<file path="src/design/kclpd_pkg.sv">
// ----------------------------------------------------------------------------
// kclpd_pkg
// Shared types and constants of the key click / long-press detector.
// ----------------------------------------------------------------------------
package kclpd_pkg;

  // Configuration register indexes
  localparam int unsigned CfgIdxW  = 3;
  localparam int unsigned CfgDataW = 16;
  localparam int unsigned TickW    = 16;

  localparam logic [CfgIdxW-1:0] CFG_ACTIVE_LEVEL = 3'd0;
  localparam logic [CfgIdxW-1:0] CFG_DEBOUNCE     = 3'd1;
  localparam logic [CfgIdxW-1:0] CFG_LONG_PRESS   = 3'd2;
  localparam logic [CfgIdxW-1:0] CFG_DOUBLE_CLICK = 3'd3;
  localparam logic [CfgIdxW-1:0] CFG_REPEAT       = 3'd4;

  // Register reset values
  localparam logic             RstActiveLevel = 1'b0;
  localparam logic [TickW-1:0] RstDebounce    = 16'd1;
  localparam logic [TickW-1:0] RstLongPress   = 16'd50;
  localparam logic [TickW-1:0] RstDoubleClick = 16'd15;
  localparam logic [TickW-1:0] RstRepeat      = 16'd5;

  // Stream word widths
  localparam int unsigned InDataW  = 8;
  localparam int unsigned OutDataW = 8;

  // Key state machine, one-hot
  typedef enum logic [4:0] {
    ST_RELEASED = 5'b00001,
    ST_DEBOUNCE = 5'b00010,
    ST_PRESSED  = 5'b00100,
    ST_LONG     = 5'b01000,
    ST_WAIT2    = 5'b10000
  } key_state_e;

  // Event codes
  typedef enum logic [2:0] {
    EV_NONE   = 3'd0,
    EV_PRESS  = 3'd1,
    EV_SHORT  = 3'd2,
    EV_LONG   = 3'd3,
    EV_REPEAT = 3'd4,
    EV_DOUBLE = 3'd5
  } key_event_e;

  // One result word
  typedef struct packed {
    logic       is_long_pressed;
    logic       is_pressed;
    key_event_e event_code;
  } key_result_t;

endpackage

</file>
<file path="src/design/key_click_long_press_detector_unit.sv">
// ----------------------------------------------------------------------------
// key_click_long_press_detector_unit
// Result words are registered, valid in the cycle after their input is taken.
// Throughput: one word per cycle while the output side takes words; input
// ready is held low only while the output register holds an untaken word.
// Reset (rst_ni, async, active low): state machine to released, counters to
// zero, output register empty, configuration registers to their defaults.
// ----------------------------------------------------------------------------
// Debounces a key pin sampled once per scan tick and reports press, short
// press, long press, long-press repeat and double-click events, one result
// word per scan tick.
// ----------------------------------------------------------------------------
module key_click_long_press_detector_unit #(
  parameter int unsigned COUNTER_BITS = 16
) (
  input  logic                          clk_i,
  input  logic                          rst_ni,
  // configuration write port
  input  logic                          cfg_we_i,
  input  logic [kclpd_pkg::CfgIdxW-1:0] cfg_idx_i,
  input  logic [kclpd_pkg::CfgDataW-1:0] cfg_data_i,
  // input stream: [0] raw_level, [7:1] zero
  input  logic                          s_axis_tvalid,
  output logic                          s_axis_tready,
  input  logic [kclpd_pkg::InDataW-1:0] s_axis_tdata,
  // output stream: [2:0] event_code, [3] is_pressed, [4] is_long_pressed,
  // [7:5] zero
  output logic                          m_axis_tvalid,
  input  logic                          m_axis_tready,
  output logic [kclpd_pkg::OutDataW-1:0] m_axis_tdata
);
  import kclpd_pkg::*;

  localparam int unsigned CmpW = (COUNTER_BITS > TickW) ? COUNTER_BITS : TickW;
  localparam logic [COUNTER_BITS-1:0] CntMax = {COUNTER_BITS{1'b1}};

  // Configuration registers
  logic             active_level_q;
  logic [TickW-1:0] debounce_q, long_press_q, double_click_q, repeat_q;

  // Detector state
  key_state_e              state_q, state_d;
  logic [COUNTER_BITS-1:0] press_q, press_d;
  logic [COUNTER_BITS-1:0] release_q, release_d;
  logic [COUNTER_BITS-1:0] repeat_cnt_q, repeat_cnt_d;
  logic [1:0]              tally_q, tally_d;
  logic                    long_fired_q, long_fired_d;

  // Output register
  logic        out_valid_q;
  key_result_t out_q, out_d;

  logic                    accept;
  logic                    down;
  logic [COUNTER_BITS-1:0] press_inc, release_inc, repeat_inc;
  key_event_e              ev;

  // Write configuration registers; unknown indexes drop the write
  always_ff @(posedge clk_i or negedge rst_ni) begin
    if (!rst_ni) begin
      active_level_q <= RstActiveLevel;
      debounce_q     <= RstDebounce;
      long_press_q   <= RstLongPress;
      double_click_q <= RstDoubleClick;
      repeat_q       <= RstRepeat;
    end else if (cfg_we_i) begin
      unique case (cfg_idx_i)
        CFG_ACTIVE_LEVEL: active_level_q <= cfg_data_i[0];
        CFG_DEBOUNCE:     debounce_q     <= cfg_data_i[TickW-1:0];
        CFG_LONG_PRESS:   long_press_q   <= cfg_data_i[TickW-1:0];
        CFG_DOUBLE_CLICK: double_click_q <= cfg_data_i[TickW-1:0];
        CFG_REPEAT:       repeat_q       <= cfg_data_i[TickW-1:0];
        default: ;
      endcase
    end
  end

  // Take a word whenever the output slot is free or being emptied
  assign s_axis_tready = !out_valid_q || m_axis_tready;
  assign accept        = s_axis_tvalid && s_axis_tready;

  assign down = (s_axis_tdata[0] == active_level_q);

  // Saturating increments
  assign press_inc   = (press_q == CntMax) ? CntMax : press_q + 1'b1;
  assign release_inc = (release_q == CntMax) ? CntMax : release_q + 1'b1;
  assign repeat_inc  = (repeat_cnt_q == CntMax) ? CntMax : repeat_cnt_q + 1'b1;

  // Advance the key state machine by one scan tick
  always_comb begin
    state_d      = state_q;
    press_d      = press_q;
    release_d    = release_q;
    repeat_cnt_d = repeat_cnt_q;
    tally_d      = tally_q;
    long_fired_d = long_fired_q;
    ev           = EV_NONE;

    unique case (state_q)
      ST_DEBOUNCE: begin
        if (down) begin
          press_d = press_inc;
          if (CmpW'(press_inc) >= CmpW'(debounce_q)) begin
            state_d = ST_PRESSED;
            ev      = EV_PRESS;
            if (tally_q != 2'd3) tally_d = tally_q + 2'd1;
            press_d = '0;
          end
        end else begin
          state_d = ST_RELEASED;
        end
      end

      ST_PRESSED: begin
        if (!down) begin
          state_d   = ST_DEBOUNCE;
          release_d = '0;
          if (CmpW'(press_q) < CmpW'(long_press_q)) begin
            priority if (tally_q == 2'd1) begin
              state_d = ST_WAIT2;
            end else if (tally_q >= 2'd2) begin
              ev      = EV_DOUBLE;
              tally_d = '0;
              state_d = ST_RELEASED;
            end
          end else begin
            ev      = EV_SHORT;
            tally_d = '0;
          end
          press_d      = '0;
          long_fired_d = 1'b0;
        end else begin
          press_d = press_inc;
          if (CmpW'(press_inc) >= CmpW'(long_press_q) && !long_fired_q) begin
            ev           = EV_LONG;
            long_fired_d = 1'b1;
            state_d      = ST_LONG;
            repeat_cnt_d = '0;
            tally_d      = '0;
          end
        end
      end

      ST_LONG: begin
        if (!down) begin
          state_d      = ST_DEBOUNCE;
          long_fired_d = 1'b0;
          press_d      = '0;
        end else begin
          repeat_cnt_d = repeat_inc;
          if (repeat_q != '0 && CmpW'(repeat_inc) >= CmpW'(repeat_q)) begin
            ev           = EV_REPEAT;
            repeat_cnt_d = '0;
          end
        end
      end

      ST_WAIT2: begin
        if (down) begin
          state_d   = ST_DEBOUNCE;
          press_d   = '0;
          release_d = '0;
        end else begin
          release_d = release_inc;
          if (CmpW'(release_inc) >= CmpW'(double_click_q)) begin
            if (tally_q == 2'd1) ev = EV_SHORT;
            state_d = ST_RELEASED;
            tally_d = '0;
          end
        end
      end

      default: begin
        if (down) begin
          state_d      = ST_DEBOUNCE;
          press_d      = '0;
          long_fired_d = 1'b0;
          repeat_cnt_d = '0;
        end else begin
          state_d = ST_RELEASED;
        end
        release_d = '0;
      end
    endcase

    out_d.event_code      = ev;
    out_d.is_pressed      = (state_d == ST_PRESSED) || (state_d == ST_LONG);
    out_d.is_long_pressed = (state_d == ST_LONG);
  end

  // Update state on each accepted word
  always_ff @(posedge clk_i or negedge rst_ni) begin
    if (!rst_ni) begin
      state_q      <= ST_RELEASED;
      press_q      <= '0;
      release_q    <= '0;
      repeat_cnt_q <= '0;
      tally_q      <= '0;
      long_fired_q <= 1'b0;
    end else if (accept) begin
      state_q      <= state_d;
      press_q      <= press_d;
      release_q    <= release_d;
      repeat_cnt_q <= repeat_cnt_d;
      tally_q      <= tally_d;
      long_fired_q <= long_fired_d;
    end
  end

  // Hold the result word until taken
  always_ff @(posedge clk_i or negedge rst_ni) begin
    if (!rst_ni) begin
      out_valid_q <= 1'b0;
    end else if (accept) begin
      out_valid_q <= 1'b1;
    end else if (m_axis_tready) begin
      out_valid_q <= 1'b0;
    end
  end

  always_ff @(posedge clk_i) begin
    if (accept) begin
      out_q <= out_d;
    end
  end

  assign m_axis_tvalid = out_valid_q;
  assign m_axis_tdata  = OutDataW'(out_q);

  // Checks
  a_long_flag_state: assert property (@(posedge clk_i) disable iff (!rst_ni)
    long_fired_q |-> state_q == ST_LONG)
    else $error("long_fired set outside long-pressed state");

  a_long_implies_pressed: assert property (@(posedge clk_i) disable iff (!rst_ni)
    (out_valid_q && out_q.is_long_pressed) |-> out_q.is_pressed)
    else $error("long-pressed flag without pressed flag");

  a_press_event_flag: assert property (@(posedge clk_i) disable iff (!rst_ni)
    (out_valid_q && out_q.event_code == EV_PRESS) |->
      (out_q.is_pressed && !out_q.is_long_pressed))
    else $error("press event without pressed state");

  a_long_event_flag: assert property (@(posedge clk_i) disable iff (!rst_ni)
    (out_valid_q && (out_q.event_code == EV_LONG || out_q.event_code == EV_REPEAT))
      |-> out_q.is_long_pressed)
    else $error("long or repeat event outside long-pressed state");

  a_stall_only_when_full: assert property (@(posedge clk_i) disable iff (!rst_ni)
    !s_axis_tready |-> m_axis_tvalid)
    else $error("input stalled with empty output register");

endmodule

</file>
<file path="config.mk">
export PLATFORM = sky130hd
export DESIGN_NAME = key_click_long_press_detector_unit
export DESIGN_NICKNAME = d
export VERILOG_FILES = /design/src/design/kclpd_pkg.sv /design/src/design/key_click_long_press_detector_unit.sv
export SDC_FILE = /design/constraint.sdc
export NUM_CORES = 1
export LEC_CHECK = 0
export BUFFER_PORTS_ARGS = -buffer_cell sky130_fd_sc_hd__buf_2
export CORE_MARGIN = 3
export CORE_UTILIZATION = 55
export CTS_CLUSTER_SIZE = 30
export DETAILED_ROUTE_END_ITERATION = 7
export PLACE_DENSITY_LB_ADDON = 0.12
export SETUP_SLACK_MARGIN = 0.4
export SLEW_MARGIN = 20
export SYNTH_ARGS = -nofsm -noshare
export SYNTH_HDL_FRONTEND = slang
export SYNTH_SLANG_ARGS = --single-unit
export TNS_END_PERCENT = 5
</file>
<file path="constraint.sdc">
create_clock -name clk_i -period 7.7 [get_ports clk_i]
set_input_delay 1.54 -clock clk_i [delete_from_list [all_inputs] [get_ports clk_i]]
set_output_delay 1.54 -clock clk_i [all_outputs]
set_load 0.01 [all_outputs]
</file>
* Yosys cells after proc, flatten, opt, wreduce, memory -nomap -nowiden
Cells that the tools add are included.
Operators by class: $add $sub $neg 4, order comparisons 6, equal/unequal tests 27, muxes and demuxes 59, bitwise logic cells 2, reductions and logical operators 24
Operators by type and width (count):
- 2-to-1 mux 16 bit | 13
- one-hot mux 16 bit (3 select lines) | 3
- greater-or-equal comparator 16 bit | 4
- adder 16 x 1 -> 16 bit, second input constant | 3
- == test 16 bit, second input constant | 3
- 2-to-1 mux 5 bit | 9
- 2-to-1 mux 2 bit | 16
- one-hot mux 5 bit (4 select lines) | 1
- 2-to-1 mux 3 bit | 6
- != test 2 bit, second input constant | 9
- < comparator 16 bit | 1
- nonzero test 16 bit | 1
- one-hot mux 3 bit (4 select lines) | 1
- == test 5 x 3 -> 1 bit, second input constant | 2
- == test 5 x 4 -> 1 bit, second input constant | 2
- AND reduction 10 bit | 1
- AND reduction 2 bit | 5
- 2-to-1 mux 1 bit | 8
- != test 4 bit, second input constant | 2
- AND reduction 4 bit | 2
- == test 3 x 2 -> 1 bit, second input constant | 2
- one-hot mux 2 bit (3 select lines) | 1
- nonzero test 3 bit | 2
- == test 5 x 2 -> 1 bit, second input constant | 1
- other kinds (18) | 24
Storage, ports and cells: bits in registers 127, bits of input ports 32, output and inout port bits 10, logic and storage cells 137

* Logic depth before layout (Yosys ltp)
Gate-level depths: netlist of run 1.
depth after elaboration 9, mapped depth 18

* Worst setup path after synthesis of run 1
No wires, ideal clock.
path kind register -> register, start register repeat_cnt_q[0], end register repeat_cnt_q[5], library setup time 0.077 ns, arrival 3.598 ns, setup slack 4.024 ns, stages on the path, launching flop included 19, clock period less this slack 3.676 ns, cell sequence dfrtp_1 -> ha_1 -> and3_1 -> buf_2 -> nand3_1 -> nor2_2 -> nand3_1 -> buf_2 -> buf_1 -> nand2_1 -> ha_1 -> a22o_1 -> a2111oi_2 -> nor3_1 -> a221o_1 -> a31oi_4 -> buf_4 -> nand2_1 -> a21oi_1
On the way: longest elaborated chain between the ends 7, elaborated cells on any way between the ends 8, classes of those cells add/sub (1); order compare (1); eq/ne (1); mux (4); reduce/logical (1)
RTL lines:
- start, declared | RTL line key_click_long_press_detector_unit.sv:45 | logic [COUNTER_BITS-1:0] repeat_cnt_q, repeat_cnt_d;
- start signal, assigned | RTL line key_click_long_press_detector_unit.sv:204 | repeat_cnt_q <= repeat_cnt_d;
- adder 16 x 1 -> 16 bit or == test 16 bit (tied branches) | RTL line key_click_long_press_detector_unit.sv:87 | assign repeat_inc = (repeat_cnt_q == CntMax) ? CntMax : repeat_cnt_q + 1'b1;
- 2-to-1 mux 16 bit * | RTL line key_click_long_press_detector_unit.sv:87
- greater-or-equal comparator 16 bit | RTL line key_click_long_press_detector_unit.sv:151 | if (repeat_q != '0 && CmpW'(repeat_inc) >= CmpW'(repeat_q)) begin
- logical AND 1 bit | RTL line key_click_long_press_detector_unit.sv:151
- 2-to-1 mux 16 bit * | RTL line key_click_long_press_detector_unit.sv:151
- 2-to-1 mux 16 bit * | RTL line key_click_long_press_detector_unit.sv:145 | if (!down) begin
- one-hot mux 16 bit (3 select lines) * | RTL line key_click_long_press_detector_unit.sv:99 | unique case (state_q)
Mark *: on every way between the ends. The rest lies on a longest branch, timed or not. The select of a mux whose other input is x is not followed. A chain may end at the register's enable or synchronous reset.

* Worst setup path in the final report of run 1
start register repeat_cnt_q[1], end register repeat_cnt_q[7]
Same word-level chain as after synthesis.

==> results of run 1 <==
[metal layers]
metal | track usage (%) | routed length [um] | vias to the layer above
met3 | 4.16 | 694 | 29
met5 | 0 | 0 | -
met1 | 32.6 | 9020 | 3111
li1 | - | - | 3339
met4 | 7.78 | 314 | 0
met2 | 38.2 | 8610 | 134
[power by group]
| part | switching (mW) | internal [mW] |
|---|---|---|
| Clock | 0.293 | 0.610 |
| Combinational | 0.246 | 0.155 |
| Sequential | 0.0533 | 0.768 |
| Total | 0.592 | 1.53 |
[layout make-up]
| cell class | instances | area (um^2) |
|---|---|---|
| Fill cell | 1265 | 5390 |
| Inverter | 78 | 293 |
| Clock buffer | 23 | 489 |
| Sequential cell | 127 | 3220 |
| Tap cell | 184 | 230 |
| Clock inverter | 9 | 178 |
| Timing Repair Buffer | 37 | 203 |
| Multi-Input combinational cell | 686 | 4700 |
[worst paths after layout]
path                                   start                 to  slack, ns  cells past startpoint
max reg2reg                  repeat_cnt_q[1]    repeat_cnt_q[7]       3.13                     14
min in group asynchronous             rst_ni      release_q[12]       1.27                      1
min                        double_click_q[8]  double_click_q[8]       0.50                      1
min reg2reg                double_click_q[8]  double_click_q[8]       0.50                      1
max                          repeat_cnt_q[1]    repeat_cnt_q[7]       3.13                     14
max in group asynchronous             rst_ni         press_q[9]       5.23                      2
[cell families (layout without fill, tap and decap cells)]
group           Yosys count  in the layout
simple gates            288            288
compound gates          251            251
flops                   127            127
buf+inv                 118            147
fa+ha+maj                86             86
xor+xnor                 33             33
mux                      25             25
other cells               1              3
[metrics by stage]
step / utilization, % / cells / setup WS, ns
finish: 63.3 / 1144 / 3.13
global route: 63.3 / 1144 / 2.70
CTS: 63.3 / 1144 / 3.10
detailed placement: 58.7 / 1112 / 3.14
global placement: 58.7 / 1112 / 3.20
floorplan: - / 931 / 4.02
[critical path: stages (launching register included)]
cell,delay (ns)
sky130_fd_sc_hd__dfrtp_1,0.41
sky130_fd_sc_hd__ha_1,0.24
sky130_fd_sc_hd__and3_1,0.28
sky130_fd_sc_hd__nand3_1,0.17
sky130_fd_sc_hd__nor2_2,0.30
sky130_fd_sc_hd__nand3_1,0.68
sky130_fd_sc_hd__o21ai_0,0.29
sky130_fd_sc_hd__ha_1,0.30
sky130_fd_sc_hd__a22o_1,0.24
sky130_fd_sc_hd__nor4_1,0.17
sky130_fd_sc_hd__o21ai_0,0.17
sky130_fd_sc_hd__a221o_1,0.43
sky130_fd_sc_hd__a31oi_4,0.45
sky130_fd_sc_hd__o21ai_0,0.17
sky130_fd_sc_hd__a21oi_1,0.17
[cell usage in the layout (no fill, tap or decap), drive strengths merged, types with 15 or more instances in the layout]
cell type  instances
nand2            128
dfrtp            111
ha                86
o21ai             80
inv               78
a21oi             71
nand3             40
nor2              38
buf               37
clkbuf            23
mux2              21
xnor2             18
a22o              16
nand4             16
xor2              15
[registers in the layout, summed over array words and instances (netlist names)]
signal	cells
debounce_q	16
long_fired_q	1
double_click_q	16
long_press_q	16
repeat_q	16
tally_q	2
press_q	16
state_q	5
repeat_cnt_q	16
active_level_q	1
m_axis_tvalid	1
release_q	16
m_axis_tdata	5
==> summary by stage, run 1 <==
Timing
The smallest hold slack is 0.503 ns. The number of hold-slack violations in the final timing report is 0. The worst pin sits at a relative slew slack of 30.5%.

Setup violations remaining at the end of the flow were counted as 0. The setup TNS is 0 ns. The final count of pins violating max slew is 0. After layout, the minimum clock period comes to ~4.6 ns.

The fraction of the cycle the final worst path needs is about 59%. The worst-margin pin slew is 1.04 ns. The setup clock skew after layout is around 0.0046 ns. Based on the critical path, the design can be clocked at up to between 0.2 and 0.25 GHz. Setup repair after global routing left no endpoint under its margin.

Worst setup path
The largest driver fanout on the critical path is 24. The capturing element type of the critical path is a register. Data arrives at the worst endpoint at 4.92 ns. The endpoint required time on the critical path is roughly 8.1 ns. The worst setup path is launched from a register.

By startpoint and endpoint, the worst setup path is classified as register to register.

Finish
After routing the design area is just over 9000 um^2. The layout-stage area growth over the synthesis result is 11.6%. The share of final-layout standard cells stronger than drive strength 1 is 13.1%. In the final design database the tool counted 1065 nets. The repair_antennas step left the layout with diodes totalling 0.

Yosys
The fraction of registers with async set or reset after synthesis is a little under 100%. The number of synthesized flops with an enable pin is 5. The cell area that synthesis handed to floorplanning was 8340 um^2. The synthesized-area fraction occupied by adder cells is between 10% and 20%. The count of yosys warnings during synthesis is 0. The top flip-flop cell by instance count after synthesis is sky130_fd_sc_hd__dfrtp_1. In the synthesized netlist, the cells that appear most often are sky130_fd_sc_hd__nand2_1 (128), sky130_fd_sc_hd__dfrtp_1 (111), sky130_fd_sc_hd__ha_1 (86), sky130_fd_sc_hd__o21ai_0 (79), sky130_fd_sc_hd__inv_1 (78). Among all cell types in the netlist, the one instantiated most often is sky130_fd_sc_hd__nand2_1.

The sequential share of the synthesized area is 38.6%. The area share of the largest cell type after synthesis is around a third. The area share of and/or/nand/nor cells after synthesis is between 10% and 20%. The mux share of post-synthesis cell area is 3.32%. After synthesis, the cell types taking the most area are sky130_fd_sc_hd__dfrtp_1 (33%), sky130_fd_sc_hd__ha_1 (13%), sky130_fd_sc_hd__nand2_1 (5.8%), sky130_fd_sc_hd__o21ai_0 (4.7%), sky130_fd_sc_hd__a21oi_1 (4.3%). The average cell area after synthesis is around 9 um^2. The post-synthesis cell type with the largest combined area is sky130_fd_sc_hd__dfrtp_1.

The number of distinct standard cells referenced by the synthesized netlist is 66. The synthesized netlist devotes 3.65% of its cell area to XOR and XNOR gates. The combinational family with the most area after synthesis is compound AO/OA/AOI/OAI gates.

Counting every instance in the synthesized netlist gives between 900 and 1k. The register bit count reported by yosys is roughly 130. The compound-cell area share of the yosys netlist is between 15 and 20%.

Detailed routing
The detailed router placed ~6.6k vias in this run. After detailed routing, the number of vias per cell comes to a little under 6. The detail route stage leaves a number of antenna-violating nets equal to 0. In the final routed layout, each cell accounts on average for approximately 16 um.

The first-pass detailed-route iteration total is 5. The routed design has ~19000 um of wire. The detailed router finished its first iteration with about 430 violations. The post-detailed-route DRC marker count is 0.

Clock network
TritonCTS built the clock tree. The clock-pin slew of the registers on the worst-case setup and hold paths is 0.06 ns. The clock net in this run drives a total of around 130 sinks. The number of instances resized during post-cts repair is 0. The H-tree generated during clock tree synthesis spans 4 levels. Buffers inserted to repair hold after CTS numbered 0. The later pin in the worst-skew pair is clocked with a latency of about 0.43 ns.

The tree is rooted in a sky130_fd_sc_hd__clkbuf_16. Post-CTS timing repair inserted 0 buffers for setup. The maximum number of buffers from clock root to sink is 2. The number of buffers inserted during clock tree synthesis is 17.

Global routing
Global routing finished with a remaining overflow of 0. Entering global routing, the biggest net connects between 70 and 80 pins. Global routing used between 20% and 30% of the available tracks. The first global-routing pass estimated approximately 31000 um of wire. The via count of the first global-routing pass was 6231. The initial antenna violation count is 0.

Floorplan
The die is 129 um tall. The die extent in x is about 130 um. The starting density of the core is a little under three fifths. The total area inside the core boundary comes to ~15000 um^2. The number of rows in the core area is 44. Pin placement for this block handled 42 I/O pins. The die covers about 17000 um^2.

Flow run
The number of maximum-capacitance violations is 0.

Placement
The quantity of I/O buffers inserted on ports is 31. The global placer's final weighted congestion is around 0.8. After legalization and detailed placement, the total HPWL measured roughly 13000 um. The instance area after placement is 8630 um^2.

Min path
The worst min-delay path category is register to register.

Power
The static power due to leakage is around 4.5 nW. For this design the ratio of total power to cell area is 228 nW/um^2. Power comes to ~2.1 mW. Across the VDD grid, the largest voltage drop is 0.177 mV.

Run status
The run finished with clean final reports.
Note: power is estimated with default switching activity, not from simulation.
==> run 2: changes to the inputs <==
==> constraint.sdc (replaced) <==
create_clock -name clk_i -period 4.7 [get_ports clk_i]
set_input_delay 0.94 -clock clk_i [delete_from_list [all_inputs] [get_ports clk_i]]
set_output_delay 0.94 -clock clk_i [all_outputs]
set_load 0.01 [all_outputs]
==> run 2 against run 1 <==
  * Die area is the same
  * Core utilization is the same
  * Via count grew 0.65%
  * Critical endpoint is now m_axis_tdata[1]
  * Worst setup slack lost 2.6 ns
  * Combinational power grew 65%
  * Maximum frequency grew 10%
  * Hold slack gained 0.0010 ns
  * Non-clock buffer count grew 4
  * Largest power group is now sequential cells
  * First-iteration DRC count shrank 15%
==> summary by stage, run 2 (synthesis gave the netlist of run 1 again) <==
Detailed routing
The via density per instance is 5.80 (was 5.78). The number of DRC markers after the initial detailed-route iteration is 370 (was 433). The first-pass detailed-route iteration total is 5 (unchanged). The post-detailed-route count of antenna-violating nets is 0 (unchanged). The average routed wire per standard cell was 16.3 um (about the same). The final wirelength is 18700 um (was 18600 um).

The post-detailed-route DRC marker count is 0 (unchanged). The total number of vias is 6656 (was 6613).

Floorplan
The die extent in x came to 129 um (unchanged). The I/O pin total was 42 (unchanged). The core region area is 14700 um^2 (unchanged). The area enclosed by the die boundary is 16700 um^2 (unchanged).

The number of rows in the core area is 44 (unchanged). The starting density of the core is 56.7% (unchanged). The floorplan die height is 129 um (unchanged).

Finish
The share of final-layout standard cells stronger than drive strength 1 is 14.0% (was 13.1%). The non-filler instance count after layout is 1148 (was 1144). The count of filler cells inserted in the layout is 1297 (was 1265). Commonest non-fill, non-tap cells in the layout: sky130_fd_sc_hd__nand2_1 (128), sky130_fd_sc_hd__dfrtp_1 (111), sky130_fd_sc_hd__ha_1 (86) (unchanged). The most common library cell in the layout ignoring fill and taps is sky130_fd_sc_hd__nand2_1 (unchanged). The net total in the final layout came to 1069 (was 1065). The number of antenna diodes is 0 (unchanged).

The layout-stage area growth over the synthesis result is 11.6% (unchanged).

Global routing
The first-pass GRT wire length is 31700 um (was 31300 um). The total routing usage reported by global routing came to 23.9% (was 23.7%). The via count of the first global-routing pass is 6395 (was 6231).

The largest net degree at the start of global routing was 65 (was 74). The total global routing overflow came to 0 (unchanged). The initial antenna violation count is 0 (unchanged).

Clock network
The maximum number of buffers from clock root to sink is 2 (unchanged). The clock-pin slew of the registers on the worst-case setup and hold paths is 0.06 ns (about the same). The clock insertion delay at the later pin of the skew report is 0.42 ns (was 0.43 ns). The number of clock sinks is 127 (unchanged). The maximum level of the CTS H-tree came to 4 (unchanged). The CTS tree is yes (unchanged). The root buffer cell is sky130_fd_sc_hd__clkbuf_16 (unchanged). The number of buffers inserted during clock tree synthesis is 17 (unchanged).

Min path
The worst min-delay path category was register to register (unchanged).

Timing
The number of hold-slack violations in the final timing report is 0 (unchanged). The setup violation total in the final timing report is 0 (unchanged). The fraction of the cycle the final worst path needs is 88.2% (was 59.3%). The shortest period the worst path allows is 4.14 ns (was 4.57 ns). The setup TNS is 0 ns (unchanged). The final count of pins violating max slew is 0 (unchanged). The setup clock skew after layout is 0.00698 ns (was 0.00460 ns).

The worst relative slew slack is 35.9% (was 30.5%). The timing-limited maximum frequency came to 0.241 GHz (was 0.219 GHz). The worst-margin pin slew is 0.961 ns (was 1.04 ns). RSZ-0062 raised after global routing: true (was false).

Placement
The half-perimeter wire length after detailed placement came to 13800 um (was 13400 um). The global placer's final weighted congestion is 0.818 (was 0.819). The quantity of I/O buffers inserted on ports is 31 (unchanged). The number of placed instances with taps included is 1114 (was 1112).

Flow run
The number of maximum-capacitance violations is 0 (unchanged).

Power
The net switching power figure came to 0.985 mW (was 0.592 mW). The static power due to leakage is 4.49 nW (was 4.48 nW). The proportion of power drawn by combinational gates is 20.0% (was 18.9%). The internal power is 2.33 mW (was 1.53 mW).

The highest ir drop seen on vdd came to 0.292 mV (was 0.177 mV). The total power is 3.31 mW (was 2.13 mW). The part of the power in registers came to 40.6% (was 38.7%). The share of total power consumed by net switching is 29.7% (was 27.9%). The power per unit of standard cell area is 356 nW/um^2 (was 228 nW/um^2). The proportion of power drawn by the clock network is 39.4% (was 42.5%).

Worst setup path
The startpoint kind of the worst setup timing path is a register (unchanged). The data arrival time of the critical path came to 4.32 ns (was 4.92 ns). The largest driver fanout on the critical path is 10 (was 24). The capturing element type of the critical path is a register (unchanged).

The path type of the worst setup path is register to register (unchanged). The endpoint required time on the critical path was 4.87 ns (was 8.05 ns).

Run status
Outcome: completed (unchanged).
==> run 2: power groups by stage <==
stage	Sequential (mW)	Clock [mW]	Combinational (mW)
3_5_place_dp	1.36	0	0.655
6_report	1.35	1.30	0.662
2_1_floorplan	1.33	0	0.487
4_1_cts	1.35	1.33	0.662
3_3_place_gp	1.36	0	0.638
5_1_grt	1.37	1.37	0.763
==> run 2: through the flow <==
stage	instance area, um^2	hold slack (ns)	worst slack [ns]	util [%]
after floorplan	8350	0.479	1.02	-
after global placement	8670	0.488	0.557	59.0
after detailed placement	8670	0.494	0.568	59.0
after CTS	9270	0.507	0.525	63.0
after global routing	9310	0.521	0.319	63.3
final	9310	0.504	0.556	63.3
==> run 2: routing by layer <==
metal	vias up	track usage, %	share of wire [%]
met5	-	0	0
met4	0	6.61	0.98
met3	17	4.20	2.7
met2	101	38.8	47
met1	3188	33.1	49
li1	3350	-	-
==> run 2: timing repair <==
item / 4_1_cts / 5_1_grt
setup endpoints to repair: 0 / 30
hold buffers: 0 / 0
gates resized for setup: 0 / 2
setup buffers: 0 / 2
==> run 2: worst max-delay path, cell delays in order (launching register included) <==
cell,delay [ns]
sky130_fd_sc_hd__dfrtp_1,0.42
sky130_fd_sc_hd__ha_1,0.28
sky130_fd_sc_hd__and3_1,0.24
sky130_fd_sc_hd__nand3_1,0.17
sky130_fd_sc_hd__or3_1,0.56
sky130_fd_sc_hd__buf_4,0.24
sky130_fd_sc_hd__nor2b_1,0.15
sky130_fd_sc_hd__inv_1,0.08
sky130_fd_sc_hd__ha_1,0.23
sky130_fd_sc_hd__a2111oi_0,0.44
sky130_fd_sc_hd__o21ai_0,0.28
sky130_fd_sc_hd__a21oi_2,0.29
sky130_fd_sc_hd__or2_2,0.18
sky130_fd_sc_hd__a211oi_1,0.08
sky130_fd_sc_hd__a31o_2,0.24
==> run 2: final timing paths <==
path                       slack (ns)  depth (start not counted)                 end               from
setup / recovery                 0.56                         14     m_axis_tdata[1]         press_q[0]
hold / removal                   0.50                          1   double_click_q[5]  double_click_q[5]
setup reg to reg                 0.56                         14     m_axis_tdata[1]         press_q[0]
hold reg to reg                  0.50                          1   double_click_q[5]  double_click_q[5]
max in group asynchronous        3.22                          2         repeat_q[0]             rst_ni
min in group asynchronous        0.64                          1  double_click_q[13]             rst_ni
==> run 2: area by class of cell <==
cell class / count / area, um^2 / area share [%]
clock buffer: 18 / 450 / 4.84
timing repair buffer: 41 / 270 / 2.90
inverter: 78 / 293 / 3.15
multi-input combinational: 686 / 4700 / 50.6
clock inverter: 14 / 141 / 1.52
sequential: 127 / 3220 / 34.6
tap: 184 / 230 / 2.47
